==> src/rgbhsv_pkg.sv <==
package rgbhsv_pkg;

   // quotient bits produced by the divider chain, one per cell
   localparam int QuoW     = 16;
   localparam int ChanW    = 8;
   localparam int HueDivW  = 11;   // 6 * delta, at most 1530
   localparam int SatDivW  = ChanW;
   localparam int SatW     = QuoW + 1;

   typedef struct packed {
      logic [HueDivW-1:0] hue_rem;
      logic [HueDivW-1:0] hue_div;
      logic [QuoW-1:0]    hue_quo;
      logic [SatDivW-1:0] sat_rem;
      logic [SatDivW-1:0] sat_div;
      logic [QuoW-1:0]    sat_quo;
      logic               sat_full;
      logic [ChanW-1:0]   brightness;
   } hsv_work_type;

   // one restoring step of both dividers: remainder doubles, divisor
   // is taken off when it fits, quotient bit shifts in at the bottom
   function automatic hsv_work_type hsv_step(input hsv_work_type w);
      hsv_work_type     nxt;
      logic [HueDivW:0] hue_sh;
      logic [SatDivW:0] sat_sh;
      nxt    = w;
      hue_sh = {w.hue_rem, 1'b0};
      sat_sh = {w.sat_rem, 1'b0};
      if (hue_sh >= {1'b0, w.hue_div}) begin
         hue_sh      = hue_sh - {1'b0, w.hue_div};
         nxt.hue_quo = {w.hue_quo[QuoW-2:0], 1'b1};
      end else begin
         nxt.hue_quo = {w.hue_quo[QuoW-2:0], 1'b0};
      end
      if (sat_sh >= {1'b0, w.sat_div}) begin
         sat_sh      = sat_sh - {1'b0, w.sat_div};
         nxt.sat_quo = {w.sat_quo[QuoW-2:0], 1'b1};
      end else begin
         nxt.sat_quo = {w.sat_quo[QuoW-2:0], 1'b0};
      end
      nxt.hue_rem = hue_sh[HueDivW-1:0];
      nxt.sat_rem = sat_sh[SatDivW-1:0];
      return nxt;
   endfunction

endpackage

==> src/rgbhsv_front.sv <==
module rgbhsv_front
   import rgbhsv_pkg::*;
(
   input  logic                clock,
   input  logic                reset,
   input  logic                in_valid,
   output logic                in_ready,
   input  logic [ChanW-1:0]    red,
   input  logic [ChanW-1:0]    green,
   input  logic [ChanW-1:0]    blue,
   output logic                out_valid,
   input  logic                out_ready,
   output hsv_work_type        out_data
);

   logic               valid_ff, valid_in;
   hsv_work_type       work_ff, work_in;

   logic               red_max, green_max;
   logic [ChanW-1:0]   mx, mn, delta;
   logic [HueDivW-1:0] r_w, g_w, b_w, d_w, delta6, num;

   assign in_ready  = !valid_ff || out_ready;
   assign out_valid = valid_ff;
   assign out_data  = work_ff;

   always_comb begin
      // red wins ties, then green
      red_max   = (red >= green) && (red >= blue);
      green_max = !red_max && (green >= blue);
      mx = red_max ? red : (green_max ? green : blue);
      if (red <= green && red <= blue) begin
         mn = red;
      end else if (green <= blue) begin
         mn = green;
      end else begin
         mn = blue;
      end
      delta  = mx - mn;
      r_w    = {{(HueDivW-ChanW){1'b0}}, red};
      g_w    = {{(HueDivW-ChanW){1'b0}}, green};
      b_w    = {{(HueDivW-ChanW){1'b0}}, blue};
      d_w    = {{(HueDivW-ChanW){1'b0}}, delta};
      delta6 = (d_w << 2) + (d_w << 1);
      // numerator lands in [0, 6*delta), so modular sums are exact
      if (red_max) begin
         num = (green >= blue) ? (g_w - b_w) : (delta6 + g_w - b_w);
      end else if (green_max) begin
         num = (d_w << 1) + b_w - r_w;
      end else begin
         num = (d_w << 2) + r_w - g_w;
      end

      work_in            = '0;
      work_in.brightness = mx;
      if (delta == '0) begin
         work_in.hue_rem = '0;
         work_in.hue_div = HueDivW'(1);
      end else begin
         work_in.hue_rem = num;
         work_in.hue_div = delta6;
      end
      // full saturation (min is zero) bypasses the divider
      work_in.sat_full = (mx != '0) && (mn == '0);
      if (mx == '0 || work_in.sat_full) begin
         work_in.sat_rem = '0;
         work_in.sat_div = SatDivW'(1);
      end else begin
         work_in.sat_rem = delta;
         work_in.sat_div = mx;
      end

      valid_in = in_ready ? in_valid : valid_ff;
   end

   always_ff @(posedge clock) begin
      if (reset) begin
         valid_ff <= 1'b0;
      end else begin
         valid_ff <= valid_in;
      end
   end

   always_ff @(posedge clock) begin
      if (in_valid && in_ready) begin
         work_ff <= work_in;
      end
   end

endmodule

==> src/rgbhsv_div_cell.sv <==
module rgbhsv_div_cell
   import rgbhsv_pkg::*;
(
   input  logic         clock,
   input  logic         reset,
   input  logic         in_valid,
   output logic         in_ready,
   input  hsv_work_type in_data,
   output logic         out_valid,
   input  logic         out_ready,
   output hsv_work_type out_data
);

   logic         valid_ff, valid_in;
   hsv_work_type work_ff, work_in;

   assign in_ready  = !valid_ff || out_ready;
   assign out_valid = valid_ff;
   assign out_data  = work_ff;

   always_comb begin
      work_in  = hsv_step(in_data);
      valid_in = in_ready ? in_valid : valid_ff;
   end

   always_ff @(posedge clock) begin
      if (reset) begin
         valid_ff <= 1'b0;
      end else begin
         valid_ff <= valid_in;
      end
   end

   always_ff @(posedge clock) begin
      if (in_valid && in_ready) begin
         work_ff <= work_in;
      end
   end

endmodule

==> src/rgb_to_hsv_converter_unit.sv <==
// RGB to HSV converter, one 8-bit RGB pixel in, one HSV item out.
// req channel: req_valid/req_ready with req_red, req_green, req_blue.
// rsp channel: rsp_valid/rsp_ready with rsp_hue (turn * 65536),
//   rsp_saturation (65536 = 1.0) and rsp_brightness (largest channel).
// An item moves when valid and ready are both high at a rising edge.
// Structure: a front stage finds max/min, sector and the two divisions'
// operands; then a chain of 16 identical cells, each doing one restoring
// step of both the hue and the saturation division (one quotient bit).
// Stages: 17 register stages, the front capturing at the accepting edge,
// then each cell in turn; a stall holds an item in its stage.
// Throughput: one item per clock while rsp_ready is high; every stage
// has its own valid bit and ready = stage empty or downstream taking,
// so the chain keeps filling bubbles while the receiver stalls. With
// rsp_ready low the chain holds up to 17 items before req_ready drops.
// Reset (synchronous, active high) clears all stage valid bits; items in
// flight are dropped, payload registers are not cleared.
module rgb_to_hsv_converter_unit
   import rgbhsv_pkg::*;
(
   input  logic              clock,
   input  logic              reset,
   input  logic              req_valid,
   output logic              req_ready,
   input  logic [ChanW-1:0]  req_red,
   input  logic [ChanW-1:0]  req_green,
   input  logic [ChanW-1:0]  req_blue,
   output logic              rsp_valid,
   input  logic              rsp_ready,
   output logic [QuoW-1:0]   rsp_hue,
   output logic [SatW-1:0]   rsp_saturation,
   output logic [ChanW-1:0]  rsp_brightness
);

   // stage 0 is the front stage, stage k the k-th divider cell
   logic         stg_valid [0:QuoW];
   logic         stg_ready [0:QuoW];
   hsv_work_type stg_data  [0:QuoW];

   rgbhsv_front u_front (
      .clock     (clock),
      .reset     (reset),
      .in_valid  (req_valid),
      .in_ready  (req_ready),
      .red       (req_red),
      .green     (req_green),
      .blue      (req_blue),
      .out_valid (stg_valid[0]),
      .out_ready (stg_ready[0]),
      .out_data  (stg_data[0])
   );

   for (genvar k = 0; k < QuoW; k++) begin : g_cell
      rgbhsv_div_cell u_cell (
         .clock     (clock),
         .reset     (reset),
         .in_valid  (stg_valid[k]),
         .in_ready  (stg_ready[k]),
         .in_data   (stg_data[k]),
         .out_valid (stg_valid[k+1]),
         .out_ready (stg_ready[k+1]),
         .out_data  (stg_data[k+1])
      );
   end

   // last cell is the output register
   assign stg_ready[QuoW] = rsp_ready;
   assign rsp_valid       = stg_valid[QuoW];
   assign rsp_hue         = stg_data[QuoW].hue_quo;
   // full saturation forced the divider to zero, so this is exact
   assign rsp_saturation  = {stg_data[QuoW].sat_full, stg_data[QuoW].sat_quo};
   assign rsp_brightness  = stg_data[QuoW].brightness;

`ifndef ASSERT_OFF
   // saturation never exceeds 1.0
   a_sat_range: assert property (@(posedge clock) disable iff (reset)
      rsp_valid |-> !(rsp_saturation[QuoW] && rsp_saturation[QuoW-1:0] != '0))
      else $error("saturation above 1.0");

   // grey pixel: no saturation means no hue
   a_grey_hue: assert property (@(posedge clock) disable iff (reset)
      (rsp_valid && rsp_saturation == '0) |-> rsp_hue == '0)
      else $error("hue nonzero on grey pixel");

   // black pixel has zero saturation
   a_black_sat: assert property (@(posedge clock) disable iff (reset)
      (rsp_valid && rsp_brightness == '0) |-> rsp_saturation == '0)
      else $error("saturation nonzero on black pixel");

   // an empty output stage lets the whole chain advance
   a_ready_chain: assert property (@(posedge clock) disable iff (reset)
      !rsp_valid |-> req_ready)
      else $error("input stalled with empty output stage");
`endif

endmodule
==> config.mk <==
export PLATFORM = sky130hd
export DESIGN_NAME = rgb_to_hsv_converter_unit
export DESIGN_NICKNAME = d
export VERILOG_FILES = /design/src/rgbhsv_pkg.sv /design/src/rgbhsv_front.sv /design/src/rgbhsv_div_cell.sv /design/src/rgb_to_hsv_converter_unit.sv
export SDC_FILE = /design/constraint.sdc
export NUM_CORES = 2
export LEC_CHECK = 0
export BUFFER_PORTS_ARGS = -buffer_cell sky130_fd_sc_hd__buf_2
export CORE_UTILIZATION = 40
export CTS_BUF_LIST = sky130_fd_sc_hd__clkbuf_8
export CTS_CLUSTER_DIAMETER = 120
export DETAILED_ROUTE_END_ITERATION = 8
export GPL_TIMING_DRIVEN = 0
export SLEW_MARGIN = 10
export SYNTH_ARGS = -nofsm -noshare
export SYNTH_HDL_FRONTEND = slang
export SYNTH_SLANG_ARGS = --single-unit
==> constraint.sdc <==
create_clock -name clock -period 21 [get_ports clock]
set_input_delay 1.05 -clock clock [delete_from_list [all_inputs] [get_ports clock]]
set_output_delay 1.05 -clock clock [all_outputs]
set_load 0.01 [all_outputs]
# [Word level (Yosys, flattened, before mapping)]
# Index checks and enable logic that the tools add are counted.
[op_classes] add_sub_neg=39 magnitude_cmp=38 mux=69 n_reduce_logical=61
[ops] op="$mux W11" count=18
[ops] op="$ge A12 B11 Y1" count=16
[ops] op="$sub A11 B11 Y11" count=15
[ops] op="$mux W8" count=19
[ops] op="$ge A9 B8 Y1" count=16
[ops] op="$sub A8 B8 Y8" count=16
[ops] op="$sub A11 B8 Y11" count=3
[ops] op="$mux W1" count=32
[ops] op="$ge A8 B8 Y1" count=3
[ops] op="$le A8 B8 Y1" count=3
[ops] op="$logic_not A8 Y1" count=3
[ops] op="$logic_and A1 B1 Y1" count=21
[ops] op="$logic_not A1 Y1" count=18
[ops] op="$logic_or A1 B1 Y1" count=18
[ops] op="$add A10 B8 Y11" count=1
[ops] op="$add A10 B9 Y11" count=1
[ops] op="$add A11 B8 Y11" count=1
[ops] op="$add A9 B8 Y10" count=1
[ops] op="$sub A8 B8 Y9" count=1
[ops] op="$reduce_bool A8 Y1" count=1
[word_totals] reg_bits=1050 out_inout_bits=43 word_cells=384

# [Depth between registers and ports, before layout]
[logic_depth] ltp_word=19 ltp_mapped=35 ltp_nobuf=34

# [By module]
# A second synthesis with hierarchy kept.
[unflattened] hier_cells=4664 hier_area_um2=63492.1
[modules_own_cells] mod="rgbhsv_div_cell" n_inst=16 cells_per_inst=252 area_per_inst_um2=3606.0
[modules_own_cells] mod="rgbhsv_front" n_inst=1 cells_per_inst=632 area_per_inst_um2=5796.8

# [Least setup slack after synthesis]
# No wires, ideal clock.
[synth_path] path_kind="input port to flip-flop" startpoint="in req_blue[2]" endpoint="reg u_front.work_ff (netlist bit u_front.out_data[78]) (data pin)" setup_ns=0.167 t_arrival_ns=7.430 required_time_ns=20.833 setup_slack_ns=13.402 cell_stages=32 cell_sequence="inv_1 -> ha_1 -> o211a_1 -> o31a_1 -> o31ai_2 -> nand2_1 -> nor2_1 -> a21oi_1 -> o21ai_0 -> inv_1 -> ha_1 -> fa_1 -> xnor2_1 -> xnor2_1 -> inv_1 -> ha_1 -> a21o_1 -> a21oi_1 -> inv_1 -> a21oi_1 -> nor2_1 -> mux2i_1 -> nand2_1 -> xor2_1 -> fa_1 -> ha_1 -> a21oi_1 -> o21bai_1 -> a21oi_1 -> xnor2_1 -> xnor3_1 -> a221oi_2"
[synth_between] elab_chain_cells=12 elab_cells_between_ends=25
[synth_lines] item="start: declaration" line="rgb_to_hsv_converter_unit.sv:26" text="input logic [ChanW-1:0] req_blue,"
[synth_lines] item="$ge A8 B8 Y1" line="rgbhsv_front.sv:29" text="red_max = (red >= green) && (red >= blue);"
[synth_lines] item="$logic_and A1 B1 Y1" line="rgbhsv_front.sv:29"
[synth_lines] item="$logic_not A1 Y1" line="rgbhsv_front.sv:30" text="green_max = !red_max && (green >= blue);"
[synth_lines] item="$logic_and A1 B1 Y1" line="rgbhsv_front.sv:30"
[synth_lines] item="$mux W8" line="rgbhsv_front.sv:31" text="mx = red_max ? red : (green_max ? green : blue);"
[synth_lines] item="$mux W8 (*)" line="rgbhsv_front.sv:31"
[synth_lines] item="named net u_front.mx[0]" line="rgbhsv_front.sv:20" text="logic [ChanW-1:0] mx, mn, delta;"
[synth_lines] item="$sub A8 B8 Y8 (*)" line="rgbhsv_front.sv:39" text="delta = mx - mn;"
[synth_lines] item="named net u_front.delta[2]" line="rgbhsv_front.sv:20"
[synth_lines] item="$add A10 B9 Y11 (*)" line="rgbhsv_front.sv:44" text="delta6 = (d_w << 2) + (d_w << 1);"
[synth_lines] item="named net u_front.delta6[7]" line="rgbhsv_front.sv:21" text="logic [HueDivW-1:0] r_w, g_w, b_w, d_w, delta6, num;"
[synth_lines] item="$add A11 B8 Y11 (*)" line="rgbhsv_front.sv:47" text="num = (green >= blue) ? (g_w - b_w) : (delta6 + g_w - b_w);"
[synth_lines] item="$sub A11 B8 Y11 (*)" line="rgbhsv_front.sv:47"
[synth_lines] item="$mux W11 (*)" line="rgbhsv_front.sv:47"
[synth_lines] item="$mux W11 (*)" line="rgbhsv_front.sv:46" text="if (red_max) begin"
[synth_lines] item="end signal: assignment" line="rgbhsv_front.sv:86" text="work_ff <= work_in;"
[synth_lines] item="end: declaration" line="rgbhsv_front.sv:17" text="hsv_work_type work_ff, work_in;"
# The timed path passes the listed nets; every way through them passes the cells marked *.
# A chain may end at the register's enable or synchronous reset.

# [Worst setup path in the final report]
# Same ends and word-level chain as after synthesis.

==> impl_metrics.toml <==
[outcome]
run_status = "completed"

[logic_synthesis]
avgSynthCellArea_um2 = 12.7
yosysTopAreaCellShare_pct = 61.5
synth_top_flop_cell = "edfxtp_1"
async_flop_share_pct = 0
synthCells = 3973
syn_nets = 4429
synth_area_leaders = "edfxtp_1 62%, ha_1 9.4%, inv_1 3.8%"
yosysTopAreaCell = "edfxtp_1"
ys_ff_latch = 1050
yosysMostFrequentCell = "edfxtp_1"
ys_top_cells_by_count = "1033 x edfxtp_1, 511 x inv_1, 377 x ha_1, 338 x o21ai_0, 317 x nand2_1"
seq_area_frac_synth_pct = 62.2
synth_edf_count = 1033
synth_area_um2 = 50400
ys_warn_count = 0
ys_types = 76

[cts]
clk_latency_ns = 0.81
clock-root-buffer = "clkbuf_8"
clock-sinks = 1050
cts_tree = "done"
clock_path_buffers = 3
clk_pin_slew_ns = 0.06
cts_setup_buffers = 0
cts_made_buffers = 171
cts.repair.resized = 0
cts_max_level = 4
cts_hold_buffers = 0

[power_and_ir_drop]
peakVddDrop_uv = 88.7
power_uw = 5460
leakage_uw = 0.0224
cellPowerDensity_nw_per_um2 = 96.2

[timing]
fin_skew_ns = 0.0475
rsz0062_at_grt = "false"
finalSetupViolCount = 0
relSlewSlack_pct = 35.8
finalCritPeriodShare_pct = 42.3
fmax_mhz = 113
worst_pin_slew_ns = 0.953
period_minus_slack_ns = 8.88
finalHoldViolations = 0
finalSetupTns_ns = 0
drv_slew = 0

[job]
maxCapViolations = 0

[global_routing]
met1_usage_pct = 14.0
grt_pass1_wl_um = 141000
grt_max_degree = 63
met2_usage_pct = 26.3
antenna_found_initial = 1
use_met3_pct = 2.62
grt.busiest_layer = "met2"
grtUsageTotal_pct = 13.7
grt_pass1_vias = 30300
overflow = 0

[die]
core_area_um2 = 124000
start_util_pct = 40.5
num_io_pins = 71
fp.dieH_um = 357
num_rows = 129
die_area_um2 = 127000
dieWidth_um = 357

[setup_path]
critPathArrivalTime_ns = 9.51
path_delay_family = "compound AO/OA/AOI/OAI gates"
path_class = "in -> reg"
critPathBufInv = 5
critPathMaxStageDelay_ns = 0.60
cpMaxStageDelayCell = "o21ai_0"
critPathMostFrequentCell = "a21oi_1"
start_kind = "input port"
end_kind = "flip-flop"
worstPathRequired_ns = 21.63
path_max_fanout = 8

[route]
avgViaCountPerCell = 4.88
vias = 29300
drt_iter0_markers = 1247
firstDrtPassIters = 7
postRouteAntennaNets = 0
routedWlPerCell_um = 14.5
routed_wl_um = 87000
drc_errors = 0

[placed_design]
dpl.hpwl_um = 66100
portBuffers = 69
place_congestion = 0.887

[final_layout]
drive_gt1_share_pct = 8.03
nets = 4701
syn2layout_area_growth_pct = 12.6

[worst_hold_path]
min_path_type = "reg -> reg"
[power by group]
group	switching, uW	leakage [uW]	internal (uW)
registers	28.5	0.00943	2390
clock network	784	0.00183	827
logic	793	0.0111	634
total	1610	0.0224	3850
[sequential cells by signal, summed over array words and instances, names as in the netlist]
register and cells:
u_front.out_data 47, g_cell.u_cell.out_valid 16, g_cell.u_cell.out_data 986, u_front.out_valid 1
[path summary, 6_finish.rpt]
check                                start                       endpoint  slack, ns  depth (start not counted)
max                            req_blue[2]           u_front.out_data[78]      12.12                         33
min          g_cell[13].u_cell.out_data[5]  g_cell[14].u_cell.out_data[5]       0.39                          0
max reg2reg    g_cell[15].u_cell.out_valid           u_front.out_data[57]      15.76                         12
min reg2reg  g_cell[13].u_cell.out_data[5]  g_cell[14].u_cell.out_data[5]       0.39                          0
[layout by cell type, fill, tap and decap left out, types with 82 or more instances in the layout]
cell,Yosys,routed
ha_1,377,377
edfxtp_1,1033,1033
a21oi_1,104,104
inv_1,511,576
o31ai_1,121,121
o21ai_0,338,338
a21o_1,104,104
clkbuf_8,0,174
nor2b_1,90,82
nor2_1,243,243
nand2_1,317,317
[area by class of cell]
type,count,area (um2)
Multi-Input combinational cell,2347,17100
Timing Repair Buffer,99,998
Clock inverter,123,732
Fill cell,11000,67700
Antenna cell,1,2.50
Buffer,64,250
Inverter,512,1920
Tap cell,1637,2050
Clock buffer,174,2390
Sequential cell,1050,31400
[worst reg2reg max path: cells and delay by family (launching register included)]
family                 cells  cell delay (ns)
and+or+nand+nor            9             3.46
buffers and inverters      2             0.73
AOI/OAI and AO/OA          1             0.41
DFF                        1             0.32
[layer usage]
layer | vias to the layer above | part of all wire, % | wire length, um
li1 | 14800 | - | -
met1 | 13800 | 39 | 33900
met2 | 475 | 54 | 46600
met3 | 218 | 3.5 | 3010
met4 | 0 | 4.0 | 3480
met5 | - | 0 | 0
[cells by family (layout without fill, tap and decap cells)]
logic type               Yosys count  in the layout  synth area share (%)
multiplexers                       5              5                 0.174
AND/OR/NAND/NOR                  954            954                  9.08
flip-flops                      1050           1050                  62.2
AO/OA/AOI/OAI                    825            825                  10.5
other                              0              1                     0
XOR/XNOR                         134            134                  2.38
adder cells (fa/ha/maj)          429            429                  11.4
buffers and inverters            576            972                  4.31
[per-stage QoR]
step | setup WS [ns] | instances | hold slack [ns] | util [%] | instance area [um2]
2_1_floorplan | 13.40 | 3973 | 0.400 | - | 50400
3_3_place_gp | 10.32 | 5679 | 0.402 | 42.4 | 52800
3_5_place_dp | 11.39 | 5709 | 0.405 | 43.1 | 53600
4_1_cts | 12.29 | 6006 | 0.392 | 45.6 | 56800
5_1_grt | 11.80 | 6007 | 0.397 | 45.6 | 56800
6_report | 12.12 | 6007 | 0.390 | 45.6 | 56800
(Power assumes the default switching activity.)
